File: config.mk
export PLATFORM = sky130hd
export DESIGN_NAME = keypad_code_lock_display_unit
export DESIGN_NICKNAME = d
export VERILOG_FILES = /design/src/rtl/core/kcl_pkg.sv /design/src/rtl/core/kcl_front.sv /design/src/rtl/core/kcl_queue.sv /design/src/rtl/core/kcl_back.sv /design/src/rtl/core/keypad_code_lock_display_unit.sv
export SDC_FILE = /design/constraint.sdc
export NUM_CORES = 1
export LEC_CHECK = 0
export ABC_AREA = 0
export BUFFER_PORTS_ARGS = -buffer_cell sky130_fd_sc_hd__buf_4
export CORE_UTILIZATION = 45
export DETAILED_ROUTE_END_ITERATION = 7
export PLACE_DENSITY = 0.67
export SLEW_MARGIN = 5
export SYNTH_ARGS = -nofsm -noshare
export SYNTH_HDL_FRONTEND = slang
export SYNTH_SLANG_ARGS = --single-unit
File: constraint.sdc
create_clock -name clk -period 6.8 [get_ports clk]
set_clock_uncertainty 0.2 [all_clocks]
set_input_delay 0 -clock clk [delete_from_list [all_inputs] [get_ports clk]]
set_output_delay 0 -clock clk [all_outputs]
set_load 0.03 [all_outputs]
File: src/rtl/core/kcl_pkg.sv
`timescale 1ns / 1ps

package kcl_pkg;

  localparam int CODE_LENGTH = 4;
  localparam int NUM_SLOTS   = 4;
  localparam int CNT_W       = 3;
  localparam int CFG_IDX_W   = 3;
  localparam int CFG_DATA_W  = 4;

  localparam logic [7:0] BLANK_PATTERN = 8'h10;
  localparam logic [7:0] SELECT_BASE   = 8'h10;
  localparam logic [3:0] KEY_MAX       = 4'd11;
  localparam logic [3:0] LIMIT_MIN     = 4'd1;
  localparam logic [3:0] LIMIT_MAX     = 4'd9;

  // configuration register indexes
  localparam logic [CFG_IDX_W-1:0] CFG_CODE_FIRST  = 3'd0;
  localparam logic [CFG_IDX_W-1:0] CFG_CODE_SECOND = 3'd1;
  localparam logic [CFG_IDX_W-1:0] CFG_CODE_THIRD  = 3'd2;
  localparam logic [CFG_IDX_W-1:0] CFG_CODE_FOURTH = 3'd3;
  localparam logic [CFG_IDX_W-1:0] CFG_TRY_LIMIT   = 3'd4;

  // result status codes
  localparam logic [2:0] ST_TICK   = 3'd0;
  localparam logic [2:0] ST_DIGIT  = 3'd1;
  localparam logic [2:0] ST_OK     = 3'd2;
  localparam logic [2:0] ST_WRONG  = 3'd3;
  localparam logic [2:0] ST_LOCKED = 3'd4;

  typedef enum logic [1:0] {
    KIND_TICK,
    KIND_KEY,
    KIND_NOP
  } kind_t;

  // classified word handed from front to back
  typedef struct packed {
    kind_t      kind;
    logic [3:0] key;
    logic [7:0] pattern;
  } op_t;

  typedef struct packed {
    logic       siren_on;
    logic [7:0] select_byte;
    logic [7:0] segment_byte;
    logic [1:0] digits_entered;
    logic [3:0] tries_remaining;
    logic [2:0] status;
  } result_t;

  function automatic logic [7:0] key_pattern(input logic [3:0] key);
    logic [7:0] pat;
    unique case (key)
      4'd0:    pat = 8'hFC;
      4'd1:    pat = 8'h60;
      4'd2:    pat = 8'hDA;
      4'd3:    pat = 8'hF2;
      4'd4:    pat = 8'h66;
      4'd5:    pat = 8'hB6;
      4'd6:    pat = 8'hBE;
      4'd7:    pat = 8'hE0;
      4'd8:    pat = 8'hFE;
      4'd9:    pat = 8'hF6;
      4'd10:   pat = 8'hEE;
      4'd11:   pat = 8'h3E;
      default: pat = 8'h00;
    endcase
    return pat;
  endfunction

endpackage

File: src/rtl/core/kcl_front.sv
`timescale 1ns / 1ps

module kcl_front (
  input  logic           clk,
  input  logic           rst_n,
  input  logic           in_valid,
  output logic           in_ready,
  input  logic           in_action,
  input  logic [3:0]     in_key,
  output logic           op_valid,
  input  logic           op_ready,
  output kcl_pkg::op_t   op
);
  import kcl_pkg::*;

  logic vld_r, vld_nxt;
  op_t  op_r, op_nxt;

  assign in_ready = !vld_r || op_ready;
  assign op_valid = vld_r;
  assign op       = op_r;

  // classify: tick, valid key, or a key code that does nothing
  always_comb begin
    op_nxt.key     = in_key;
    op_nxt.pattern = key_pattern(in_key);
    if (in_action) begin
      op_nxt.kind = KIND_TICK;
    end else if (in_key <= KEY_MAX) begin
      op_nxt.kind = KIND_KEY;
    end else begin
      op_nxt.kind = KIND_NOP;
    end
  end

  always_comb begin
    vld_nxt = vld_r;
    if (in_valid && in_ready) begin
      vld_nxt = 1'b1;
    end else if (op_ready) begin
      vld_nxt = 1'b0;
    end
  end

  always_ff @(posedge clk) begin
    if (!rst_n) begin
      vld_r <= 1'b0;
    end else begin
      vld_r <= vld_nxt;
    end
  end

  always_ff @(posedge clk) begin
    if (in_valid && in_ready) begin
      op_r <= op_nxt;
    end
  end

endmodule

File: src/rtl/core/kcl_queue.sv
`timescale 1ns / 1ps

module kcl_queue (
  input  logic           clk,
  input  logic           rst_n,
  input  logic           wr_valid,
  output logic           wr_ready,
  input  kcl_pkg::op_t   wr_op,
  output logic           rd_valid,
  input  logic           rd_ready,
  output kcl_pkg::op_t   rd_op
);
  import kcl_pkg::*;

  op_t        mem_r [2];
  logic       wr_ptr_r, wr_ptr_nxt;
  logic       rd_ptr_r, rd_ptr_nxt;
  logic [1:0] cnt_r, cnt_nxt;
  logic       push, pop;

  assign wr_ready = (cnt_r != 2'd2);
  assign rd_valid = (cnt_r != 2'd0);
  assign rd_op    = mem_r[rd_ptr_r];
  assign push     = wr_valid && wr_ready;
  assign pop      = rd_valid && rd_ready;

  always_comb begin
    wr_ptr_nxt = push ? !wr_ptr_r : wr_ptr_r;
    rd_ptr_nxt = pop  ? !rd_ptr_r : rd_ptr_r;
    cnt_nxt    = cnt_r + {1'b0, push} - {1'b0, pop};
  end

  always_ff @(posedge clk) begin
    if (!rst_n) begin
      wr_ptr_r <= 1'b0;
      rd_ptr_r <= 1'b0;
      cnt_r    <= 2'd0;
    end else begin
      wr_ptr_r <= wr_ptr_nxt;
      rd_ptr_r <= rd_ptr_nxt;
      cnt_r    <= cnt_nxt;
    end
  end

  always_ff @(posedge clk) begin
    if (push) begin
      mem_r[wr_ptr_r] <= wr_op;
    end
  end

endmodule

File: src/rtl/core/kcl_back.sv
`timescale 1ns / 1ps

module kcl_back (
  input  logic                             clk,
  input  logic                             rst_n,
  input  logic                             cfg_we,
  input  logic [kcl_pkg::CFG_IDX_W-1:0]    cfg_addr,
  input  logic [kcl_pkg::CFG_DATA_W-1:0]   cfg_wdata,
  input  logic                             op_valid,
  output logic                             op_ready,
  input  kcl_pkg::op_t                     op,
  output logic                             res_valid,
  input  logic                             res_ready,
  output kcl_pkg::result_t                 res
);
  import kcl_pkg::*;

  logic [3:0]       code_r [NUM_SLOTS];
  logic [3:0]       limit_r;

  logic [7:0]       disp_r [NUM_SLOTS];
  logic [7:0]       disp_nxt [NUM_SLOTS];
  logic [CNT_W-1:0] cnt_r, cnt_nxt;
  logic [3:0]       tries_r, tries_nxt;
  logic [1:0]       scan_r, scan_nxt;
  logic [7:0]       blink_r, blink_nxt;
  logic             siren_r, siren_nxt;
  logic             mm_r, mm_nxt;

  logic             res_vld_r, res_vld_nxt;
  result_t          res_r, res_nxt;

  logic             fire;
  logic [1:0]       slot;
  logic [3:0]       limit_sat;
  logic [7:0]       onehot;

  assign op_ready  = !res_vld_r || res_ready;
  assign fire      = op_valid && op_ready;
  assign res_valid = res_vld_r;
  assign res       = res_r;
  assign slot      = cnt_r[1:0];
  assign onehot    = SELECT_BASE << scan_r;

  always_comb begin
    priority if (limit_r < LIMIT_MIN) begin
      limit_sat = LIMIT_MIN;
    end else if (limit_r > LIMIT_MAX) begin
      limit_sat = LIMIT_MAX;
    end else begin
      limit_sat = limit_r;
    end
  end

  always_comb begin
    disp_nxt  = disp_r;
    cnt_nxt   = cnt_r;
    tries_nxt = tries_r;
    scan_nxt  = scan_r;
    blink_nxt = blink_r;
    siren_nxt = siren_r;
    mm_nxt    = mm_r;
    res_nxt   = '0;
    res_nxt.status = ST_TICK;

    unique case (op.kind)
      KIND_TICK: begin
        if (tries_r == 4'd0) begin
          blink_nxt = blink_r + 8'd1;
          if (!blink_nxt[4]) begin
            siren_nxt = !siren_r;
          end
        end
        res_nxt.segment_byte = disp_r[2'd3 - scan_r];
        res_nxt.select_byte  = ~onehot;
        scan_nxt             = scan_r + 2'd1;
      end
      KIND_KEY: begin
        disp_nxt[slot] = op.pattern;
        mm_nxt         = mm_r || (code_r[slot] != op.key);
        cnt_nxt        = cnt_r + CNT_W'(1);
        res_nxt.status = ST_DIGIT;
        if ({1'b0, cnt_r} + 4'd1 >= 4'(CODE_LENGTH)) begin
          if (!mm_nxt) begin
            tries_nxt      = limit_sat;
            blink_nxt      = 8'd0;
            res_nxt.status = ST_OK;
          end else begin
            if (tries_r != 4'd0) begin
              tries_nxt = tries_r - 4'd1;
            end
            res_nxt.status = (tries_nxt == 4'd0) ? ST_LOCKED : ST_WRONG;
          end
          cnt_nxt = '0;
          mm_nxt  = 1'b0;
          for (int i = 0; i < NUM_SLOTS; i++) begin
            disp_nxt[i] = BLANK_PATTERN;
          end
        end
      end
      default: begin
      end
    endcase

    // siren stays off unless locked out
    if (tries_nxt != 4'd0) begin
      siren_nxt = 1'b0;
    end

    res_nxt.tries_remaining = tries_nxt;
    res_nxt.digits_entered  = cnt_nxt[1:0];
    res_nxt.siren_on        = siren_nxt;
  end

  always_comb begin
    res_vld_nxt = res_vld_r;
    if (fire) begin
      res_vld_nxt = 1'b1;
    end else if (res_ready) begin
      res_vld_nxt = 1'b0;
    end
  end

  always_ff @(posedge clk) begin
    if (!rst_n) begin
      code_r[0] <= 4'd5;
      code_r[1] <= 4'd1;
      code_r[2] <= 4'd9;
      code_r[3] <= 4'd4;
      limit_r   <= 4'd4;
    end else if (cfg_we) begin
      unique case (cfg_addr)
        CFG_CODE_FIRST:  code_r[0] <= cfg_wdata;
        CFG_CODE_SECOND: code_r[1] <= cfg_wdata;
        CFG_CODE_THIRD:  code_r[2] <= cfg_wdata;
        CFG_CODE_FOURTH: code_r[3] <= cfg_wdata;
        CFG_TRY_LIMIT:   limit_r   <= cfg_wdata;
        default: begin
        end
      endcase
    end
  end

  always_ff @(posedge clk) begin
    if (!rst_n) begin
      for (int i = 0; i < NUM_SLOTS; i++) begin
        disp_r[i] <= BLANK_PATTERN;
      end
      cnt_r     <= '0;
      tries_r   <= 4'd4;
      scan_r    <= 2'd0;
      blink_r   <= 8'd0;
      siren_r   <= 1'b0;
      mm_r      <= 1'b0;
      res_vld_r <= 1'b0;
    end else begin
      res_vld_r <= res_vld_nxt;
      if (fire) begin
        disp_r  <= disp_nxt;
        cnt_r   <= cnt_nxt;
        tries_r <= tries_nxt;
        scan_r  <= scan_nxt;
        blink_r <= blink_nxt;
        siren_r <= siren_nxt;
        mm_r    <= mm_nxt;
      end
    end
  end

  always_ff @(posedge clk) begin
    if (fire) begin
      res_r <= res_nxt;
    end
  end

endmodule

File: src/rtl/core/keypad_code_lock_display_unit.sv
`timescale 1ns / 1ps

// Keypad code lock with a four-digit seven-segment display. Each input word
// is either a key press (in_tuser = 0, key code 0-9, 10 star, 11 hash in
// in_tdata) or a display scan tick (in_tuser = 1), and each produces exactly
// one result word. Keys fill the display slots in order; the fourth key is
// judged against the code registers, which unlocks and restores the tries or
// takes a try off and locks out at zero, and then blanks the display. A tick
// returns the segment byte and the inverted digit select of the next of four
// digits and, during lockout, drives the siren in 16-tick bursts. Key codes
// 12-15 are dropped with a status of zero. The block sustains one word per
// clock while out_tready is held high; a result passes through the front
// classify register, the two-entry queue and the output register of the
// execute stage. Write configuration only while idle.

module keypad_code_lock_display_unit (
  input  logic                             clk,
  input  logic                             rst_n,
  // configuration write port
  input  logic                             cfg_we,
  input  logic [kcl_pkg::CFG_IDX_W-1:0]    cfg_addr,
  input  logic [kcl_pkg::CFG_DATA_W-1:0]   cfg_wdata,
  // input channel
  input  logic                             in_tvalid,
  output logic                             in_tready,
  input  logic [7:0]                       in_tdata,   // [3:0] key, [7:4] zero
  input  logic                             in_tuser,   // [0] action
  // result channel
  output logic                             out_tvalid,
  input  logic                             out_tready,
  // [2:0] status, [6:3] tries_remaining, [8:7] digits_entered,
  // [16:9] segment_byte, [24:17] select_byte, [25] siren_on, [31:26] zero
  output logic [31:0]                      out_tdata
);
  import kcl_pkg::*;

  op_t     f_op, q_op;
  logic    f_valid, f_ready;
  logic    q_valid, q_ready;
  result_t res;

  // front: register and classify each incoming word
  kcl_front u_front (
    .clk      (clk),
    .rst_n    (rst_n),
    .in_valid (in_tvalid),
    .in_ready (in_tready),
    .in_action(in_tuser),
    .in_key   (in_tdata[3:0]),
    .op_valid (f_valid),
    .op_ready (f_ready),
    .op       (f_op)
  );

  // short queue lets front and back stall independently
  kcl_queue u_queue (
    .clk     (clk),
    .rst_n   (rst_n),
    .wr_valid(f_valid),
    .wr_ready(f_ready),
    .wr_op   (f_op),
    .rd_valid(q_valid),
    .rd_ready(q_ready),
    .rd_op   (q_op)
  );

  // back: lock state, display slots, siren, and the output register
  kcl_back u_back (
    .clk      (clk),
    .rst_n    (rst_n),
    .cfg_we   (cfg_we),
    .cfg_addr (cfg_addr),
    .cfg_wdata(cfg_wdata),
    .op_valid (q_valid),
    .op_ready (q_ready),
    .op       (q_op),
    .res_valid(out_tvalid),
    .res_ready(out_tready),
    .res      (res)
  );

  // pack the result word, status in the lowest bits
  assign out_tdata = {6'd0, res};

endmodule
==> results of run 1 <==
==> per-layer routing <==
metal | GRT usage (%) | part of all wire [%] | vias to the layer above
li1 | - | - | 2006
met1 | 21.9 | 42 | 2028
met4 | 11.7 | 3.2 | 0
met3 | 5.04 | 4.5 | 36
met5 | 0 | 0 | -
met2 | 33.2 | 50 | 136
==> report_power, final <==
part           leakage (nW)  switching (mW)  internal (mW)
combinational          1.30           0.407          0.244
sequential             1.20          0.0791          0.999
clock                 0.297           0.338          0.587
total                  2.79           0.823           1.83
==> final timing paths <==
| check | slack (ps) | end | from | cells past startpoint |
|---|---|---|---|---|
| worst max-delay path | 3600 | u_queue.cnt_r[1] | u_back.res_valid | 9 |
| worst min-delay path | 130 | u_front.op[9] | in_tdata[1] | 2 |
| worst max register to register | 3600 | u_queue.cnt_r[1] | u_back.res_valid | 9 |
| worst min register to register | 240 | u_queue.mem_r[1][3] | u_front.op[3] | 0 |
==> logic make-up (layout without fill, tap and decap cells) <==
family	count (synthesis)	in the layout	share of synthesized area [%]
AND/OR/NAND/NOR	198	198	16.9
flip-flops	134	134	57.5
AO/OA/AOI/OAI	81	81	8.85
buffers and inverters	52	124	3.91
multiplexers	29	29	7.51
adder cells (fa/ha/maj)	17	17	3.54
XOR/XNOR	12	12	1.75
other	1	7	0.0624
==> sequential cells by signal, summed over array words and instances, names as in the netlist, 2 cells and up, named ones only <==
name	count
u_back.cnt_r	3
u_queue.cnt_r	2
u_back.limit_r	4
u_back.tries_r	4
u_back.code_r	16
u_back.scan_r	2
u_queue.mem_r	26
u_back.blink_r	5
u_back.disp_r	28
u_back.res	22
u_front.op	13
==> area by class of cell <==
type,count,area (sq um),share of cell area (%)
sequential,134,3450,47.3
multi-input combinational,344,2340,32.1
clock inverter,9,85.1,1.16
tap,172,215,2.95
timing repair buffer,71,596,8.15
clock buffer,23,532,7.28
inverter,21,78.8,1.08
==> cell usage in the layout, fill, tap and decap left out, types with 12 or more instances in the layout <==
| cell | instances |
|---|---|
| buf_4 | 46 |
| edfxtp_1 | 77 |
| and2_1 | 13 |
| dfxtp_1 | 57 |
| nand3_1 | 13 |
| dlygate4sd3_1 | 25 |
| o21ai_0 | 12 |
| nand2_1 | 33 |
| a21oi_1 | 24 |
| nor2_1 | 66 |
| inv_1 | 19 |
| clkbuf_16 | 20 |
| a22oi_1 | 21 |
| ha_1 | 17 |
| nor2b_1 | 13 |
==> worst max-delay path: stages (launching register included) <==
cell and delay (ps):
dfxtp_1 320, nor2b_1 160, or2_2 260, clkinv_1 860, ha_1 660, inv_1 40, ha_1 190, xor2_1 160
xnor2_1 140, nor2_1 60
==> per-stage QoR <==
step	setup slack (ps)	power (mW)	utilization, %	cell area [sq um]
floorplan	3850	1.54	-	6030
global placement	3650	1.72	50.2	6440
detailed placement	3540	1.73	50.2	6440
CTS	3520	2.67	57.0	7300
global route	3350	2.78	57.0	7300
finish	3600	2.65	57.0	7300
==> what timing repair did <==
item                      CTS  global route
buffers inserted            0             0
hold buffers               25             0
hold endpoints to repair   72             0
==> key figures, run 1 <==
Status
  • Status: complete, no violations

Synth
  • Yosys cell types: 61
  • Avg Cell Area, Syn: 11.5 sq um
  • Share of the synthesized area in the top cell type: 38.5%
  • Top post-synthesis cells by area: edfxtp_1 (38%), dfxtp_1 (19%), nor2_1 (4.1%)
  • Post-synth top area cell: edfxtp_1
  • Post-synthesis sequential area ratio: 57.5%
  • EDFF count, synth: 77
  • Synthesized flop and latch total: 134
  • Top_reg_cell synth: edfxtp_1
  • Async set-reset flop share out of synthesis: 0%
  • Most frequent cells after synthesis: edfxtp_1 (77), nor2_1 (66), dfxtp_1 (57), nand2_1 (33), a21oi_1 (24)
  • Yosys Warn Count: 0
  • Mapped cell area: 6010 sq um
  • Most common cell in the synthesized netlist: edfxtp_1
  • Syn Inst Count: 524

Floorplan
  • Die area: 13800 sq um
  • I/O pin cnt: 55
  • Row Count: 41
  • Horiz. Die Dim: 118 microns
  • Core area: 12800 sq um
  • Initial cell density of the core: 46.9%
  • Die height: 118 microns

STA
  • Slew headroom: 24.0%
  • Worst-Margin Slew: 1140 ps
  • Final Setup Violations: 0
  • WHS: 133 ps
  • Final min period: 3200 ps
  • Final hold viol count: 0
  • Fmax: 0.313 GHz
  • Post-Route Setup TNS: 0 ps
  • Final Max Slew Viols: 0
  • Period utilization: 47.0%
  • RSZ-0062 raised after global routing: no

Clock tree
  • Total CTS buffers: 17
  • Post-CTS Resized: 0
  • CTS root buffer: clkbuf_16
  • Skew-Pair Late Insertion Delay: 420 ps
  • Clock Tree Buf Depth: 2
  • CTS Sinks: 134
  • H-Tree Depth: 4
  • TritonCTS clock tree: yes
  • Clk slew on worst S/H paths: 60 ps

Worst setup path
  • Crit path DAT: 3290 ps
  • Largest fanout on the critical path: 30
  • Nature of the critical path endpoint: register
  • Startpoint Class: register
  • Critical Path RT: 6890 ps
  • WS Path Type: register to register

Finish
  • Area Overhead vs Synth: 21.5%
  • Final Instance Count excl. Fillers: 774
  • Layout cells sized above 1: 18.4%
  • Antenna cells: 0
  • Final net count: 627
  • # fillers: 1062

Global route
  • Global Route Usage Sum: 19.5%
  • Antenna violations before repair: 0
  • Vias in the first global route: 4305
  • First-pass GRT wire length: 20600 microns
  • GRT overflow: 0
  • Largest net degree at the start of global routing: 53

Routing
  • DRT antenna net count: 0
  • Detailed-route vias per instance: 5.43
  • Routed WL: 12600 microns
  • WL per Instance: 16.3 microns
  • First-pass DRT Iterations: 5
  • DR vias: 4206
  • DRC viols: 0
  • Initial DRC count: 383

Hold path
  • Hold crit path type: primary input to register

Power and ir drop
  • Worst ir drop on vdd: 0.000196 V
  • P_leak: 2.79 nW
  • Pwr Density: 363 nW/um^2

Place
  • Port Buf Inserts: 43
  • Hpwl dp: 8400 microns
  • GP Congestion: 0.808
  • Inst Count DP: 717

Flow run
  • Max-Cap Viols: 0
Power figures use the tool's default switching activity.
==> run 2: changes to the inputs <==
PLACE_DENSITY = 0.7   (was 0.67)
clock period = 2.6 ns   (was 6.8 ns; I/O delays follow)
==> key figures, run 2 (same netlist as run 1, synthesis figures left out) <==
Status
  • Status: finished, violations left (was complete, no violations)
  • Failing checks: setup timing

Worst setup path
  • Crit path DAT: 2730 ps (was 3290 ps)
  • Startpoint Class: register (unchanged)
  • Largest fanout on the critical path: 9 (was 30)
  • WS Path Type: register to register (unchanged)
  • Critical Path RT: 2700 ps (was 6890 ps)
  • R2r worst-path depth: 8 (was 9)
  • Nature of the critical path endpoint: register (unchanged)
  • Critical R2R Capture: u_back.siren_r (was u_queue.cnt_r[1])
  • Worst R2R Setup Slack: -30 ps (was 3600 ps)

STA
  • Final Setup Violations: 1 (was 0)
  • Slew headroom: 39.5% (was 24.0%)
  • Final Max Slew Viols: 0 (unchanged)
  • Post-Route Setup TNS: -29.4 ps (was 0 ps)
  • WHS: 103 ps (was 133 ps)
  • Worst-Margin Slew: 900 ps (was 1140 ps)
  • Final min period: 2630 ps (was 3200 ps)
  • Setup ws final: -29.4 ps (was 3600 ps)
  • Period utilization: 101% (was 47.0%)
  • Fmax: 0.380 GHz (was 0.313 GHz)
  • Final hold viol count: 0 (unchanged)
  • RSZ-0062 raised after global routing: yes (was no)

Power and ir drop
  • Pwr Density: 965 nW/um^2 (was 363 nW/um^2)
  • Pwr Total: 7.31 mW (was 2.65 mW)
  • Worst ir drop on vdd: 0.000613 V (was 0.000196 V)
  • P_leak: 2.94 nW (was 2.79 nW)

Finish
  • FF+latch area: 3460 sq um (was 3450 sq um)
  • Most frequent cells in the layout: edfxtp_1 (77), buf_4 (67), nor2_1 (66) (was edfxtp_1 (77), nor2_1 (66), dfxtp_1 (57))
  • # fillers: 1035 (was 1062)
  • Final net count: 651 (was 627)
  • Antenna cells: 0 (unchanged)
  • Multi-input logic area: 2390 sq um (was 2340 sq um)
  • Most common cell after layout, fill and taps aside: edfxtp_1 (unchanged)
  • Max FFs per register: 28 (unchanged)
  • Layout cells sized above 1: 23.5% (was 18.4%)
  • Top reg by flops: u_back.disp_r (unchanged)
  • Area Overhead vs Synth: 26.0% (was 21.5%)

Place
  • GP Congestion: 0.849 (was 0.808)
  • Hpwl dp: 8450 microns (was 8400 microns)
  • Port Buf Inserts: 43 (unchanged)

Clock tree
  • Total CTS buffers: 17 (unchanged)
  • Post-CTS Setup Bufs: 0 (unchanged)
  • Clock Tree Buf Depth: 2 (unchanged)
  • H-Tree Depth: 4 (unchanged)
  • CTS Sinks: 134 (unchanged)
  • Skew-Pair Late Insertion Delay: 410 ps (was 420 ps)
  • Clk slew on worst S/H paths: 60 ps (about the same)
  • CTS root buffer: clkbuf_16 (unchanged)
  • TritonCTS clock tree: yes (unchanged)

Global route
  • Largest net degree at the start of global routing: 37 (was 53)
  • Global Route Usage Sum: 19.1% (was 19.5%)
  • Antenna violations before repair: 0 (unchanged)
  • GRT overflow: 0 (unchanged)
  • Vias in the first global route: 4280 (was 4305)
  • First-pass GRT wire length: 20500 microns (was 20600 microns)

Hold path
  • Hold crit path type: primary input to register (unchanged)
  • Hold path depth: 4 (was 2)
  • Worst hold start: cfg_we (was in_tdata[1])
  • Hold worst-path end: u_back.code_r[1][1] (was u_front.op[9])

Floorplan
  • Row Count: 41 (unchanged)
  • Horiz. Die Dim: 118 microns (unchanged)
  • I/O pin cnt: 55 (unchanged)
  • Initial cell density of the core: 46.9% (unchanged)
  • Die area: 13800 sq um (unchanged)
  • Core area: 12800 sq um (unchanged)
  • Die height: 118 microns (unchanged)

Routing
  • Routed WL: 12600 microns (about the same)
  • Initial DRC count: 399 (was 383)
  • DR vias: 4251 (was 4206)
  • Detailed-route vias per instance: 5.33 (was 5.43)
  • WL per Instance: 15.8 microns (was 16.3 microns)
  • DRT antenna net count: 0 (unchanged)
  • First-pass DRT Iterations: 5 (unchanged)
  • DRC viols: 0 (unchanged)

Flow run
  • Max-Cap Viols: 0 (unchanged)
==> run 2: cell count changes in the layout (fill, tap and decap cells not counted), sizes merged <==
cell         delta
dlygate4sd3     +2
clkinv          +2
buf            +22
clkbuf          -5
clkinvlp        -1
bufinv          +4
==> run 2: worst max-delay path by stage <==
stage / start / end / slack, ps / cells past startpoint
4_1_cts: register / u_back.siren_r / -9 / 8
6_report: register / u_back.siren_r / -30 / 8
5_1_grt: register / u_back.siren_r / -100 / 8
3_5_place_dp: register / u_back.siren_r / -130 / 8
3_3_place_gp: register / u_back.siren_r / -50 / 8
2_1_floorplan: register / u_back.siren_r / 30 / 7
==> run 2: per-layer routing <==
layer	track usage, %	share of wire (%)	up-vias
met5	0	0	-
met4	8.73	2.3	0
met3	4.55	4.1	30
met2	33.2	51	126
met1	22.1	42	2041
li1	-	-	2054
==> run 2: timing repair <==
item / CTS / global route
hold buffers: 27 / 0
setup endpoints to repair: 6 / 4
hold endpoints to repair: 74 / 0
pin swaps: 0 / 1
gates resized for setup: 15 / 1
==> run 2: power breakdown <==
group	internal [mW]	switching (mW)	leakage, nW
clock network	1.69	0.872	0.307
logic	0.796	1.15	1.43
registers	2.61	0.187	1.20
total	5.10	2.21	2.94
==> run 2: area by class of cell <==
| cell class | count | area share (%) |
|---|---|---|
| clock buffers | 18 | 5.67 |
| clock inverters | 14 | 2.73 |
| repair buffers | 95 | 10.5 |
| well taps | 172 | 2.84 |
| flip-flops and latches | 134 | 45.7 |
| inverters | 21 | 1.06 |
| multi-input cells | 344 | 31.6 |
==> run 2: per-stage QoR <==
stage / area [sq um] / util, % / std cells / setup WS, ps
finish: 7570 / 59.0 / 798 / -29.4
global route: 7570 / 59.0 / 798 / -101
CTS: 7570 / 59.0 / 798 / -8.82
detailed placement: 6620 / 51.6 / 739 / -133
global placement: 6620 / 51.6 / 739 / -53.2
floorplan: 6030 / - / 530 / 25.9
==> run 2: critical path, cell delays in order, from the launching register on <==
cell     delay [ps]
dfxtp_4         380
mux4_2          530
xnor2_2         180
nor3_4          230
buf_12          150
a21oi_1          60
o21a_1          180
or3b_4          400
o41ai_2         220
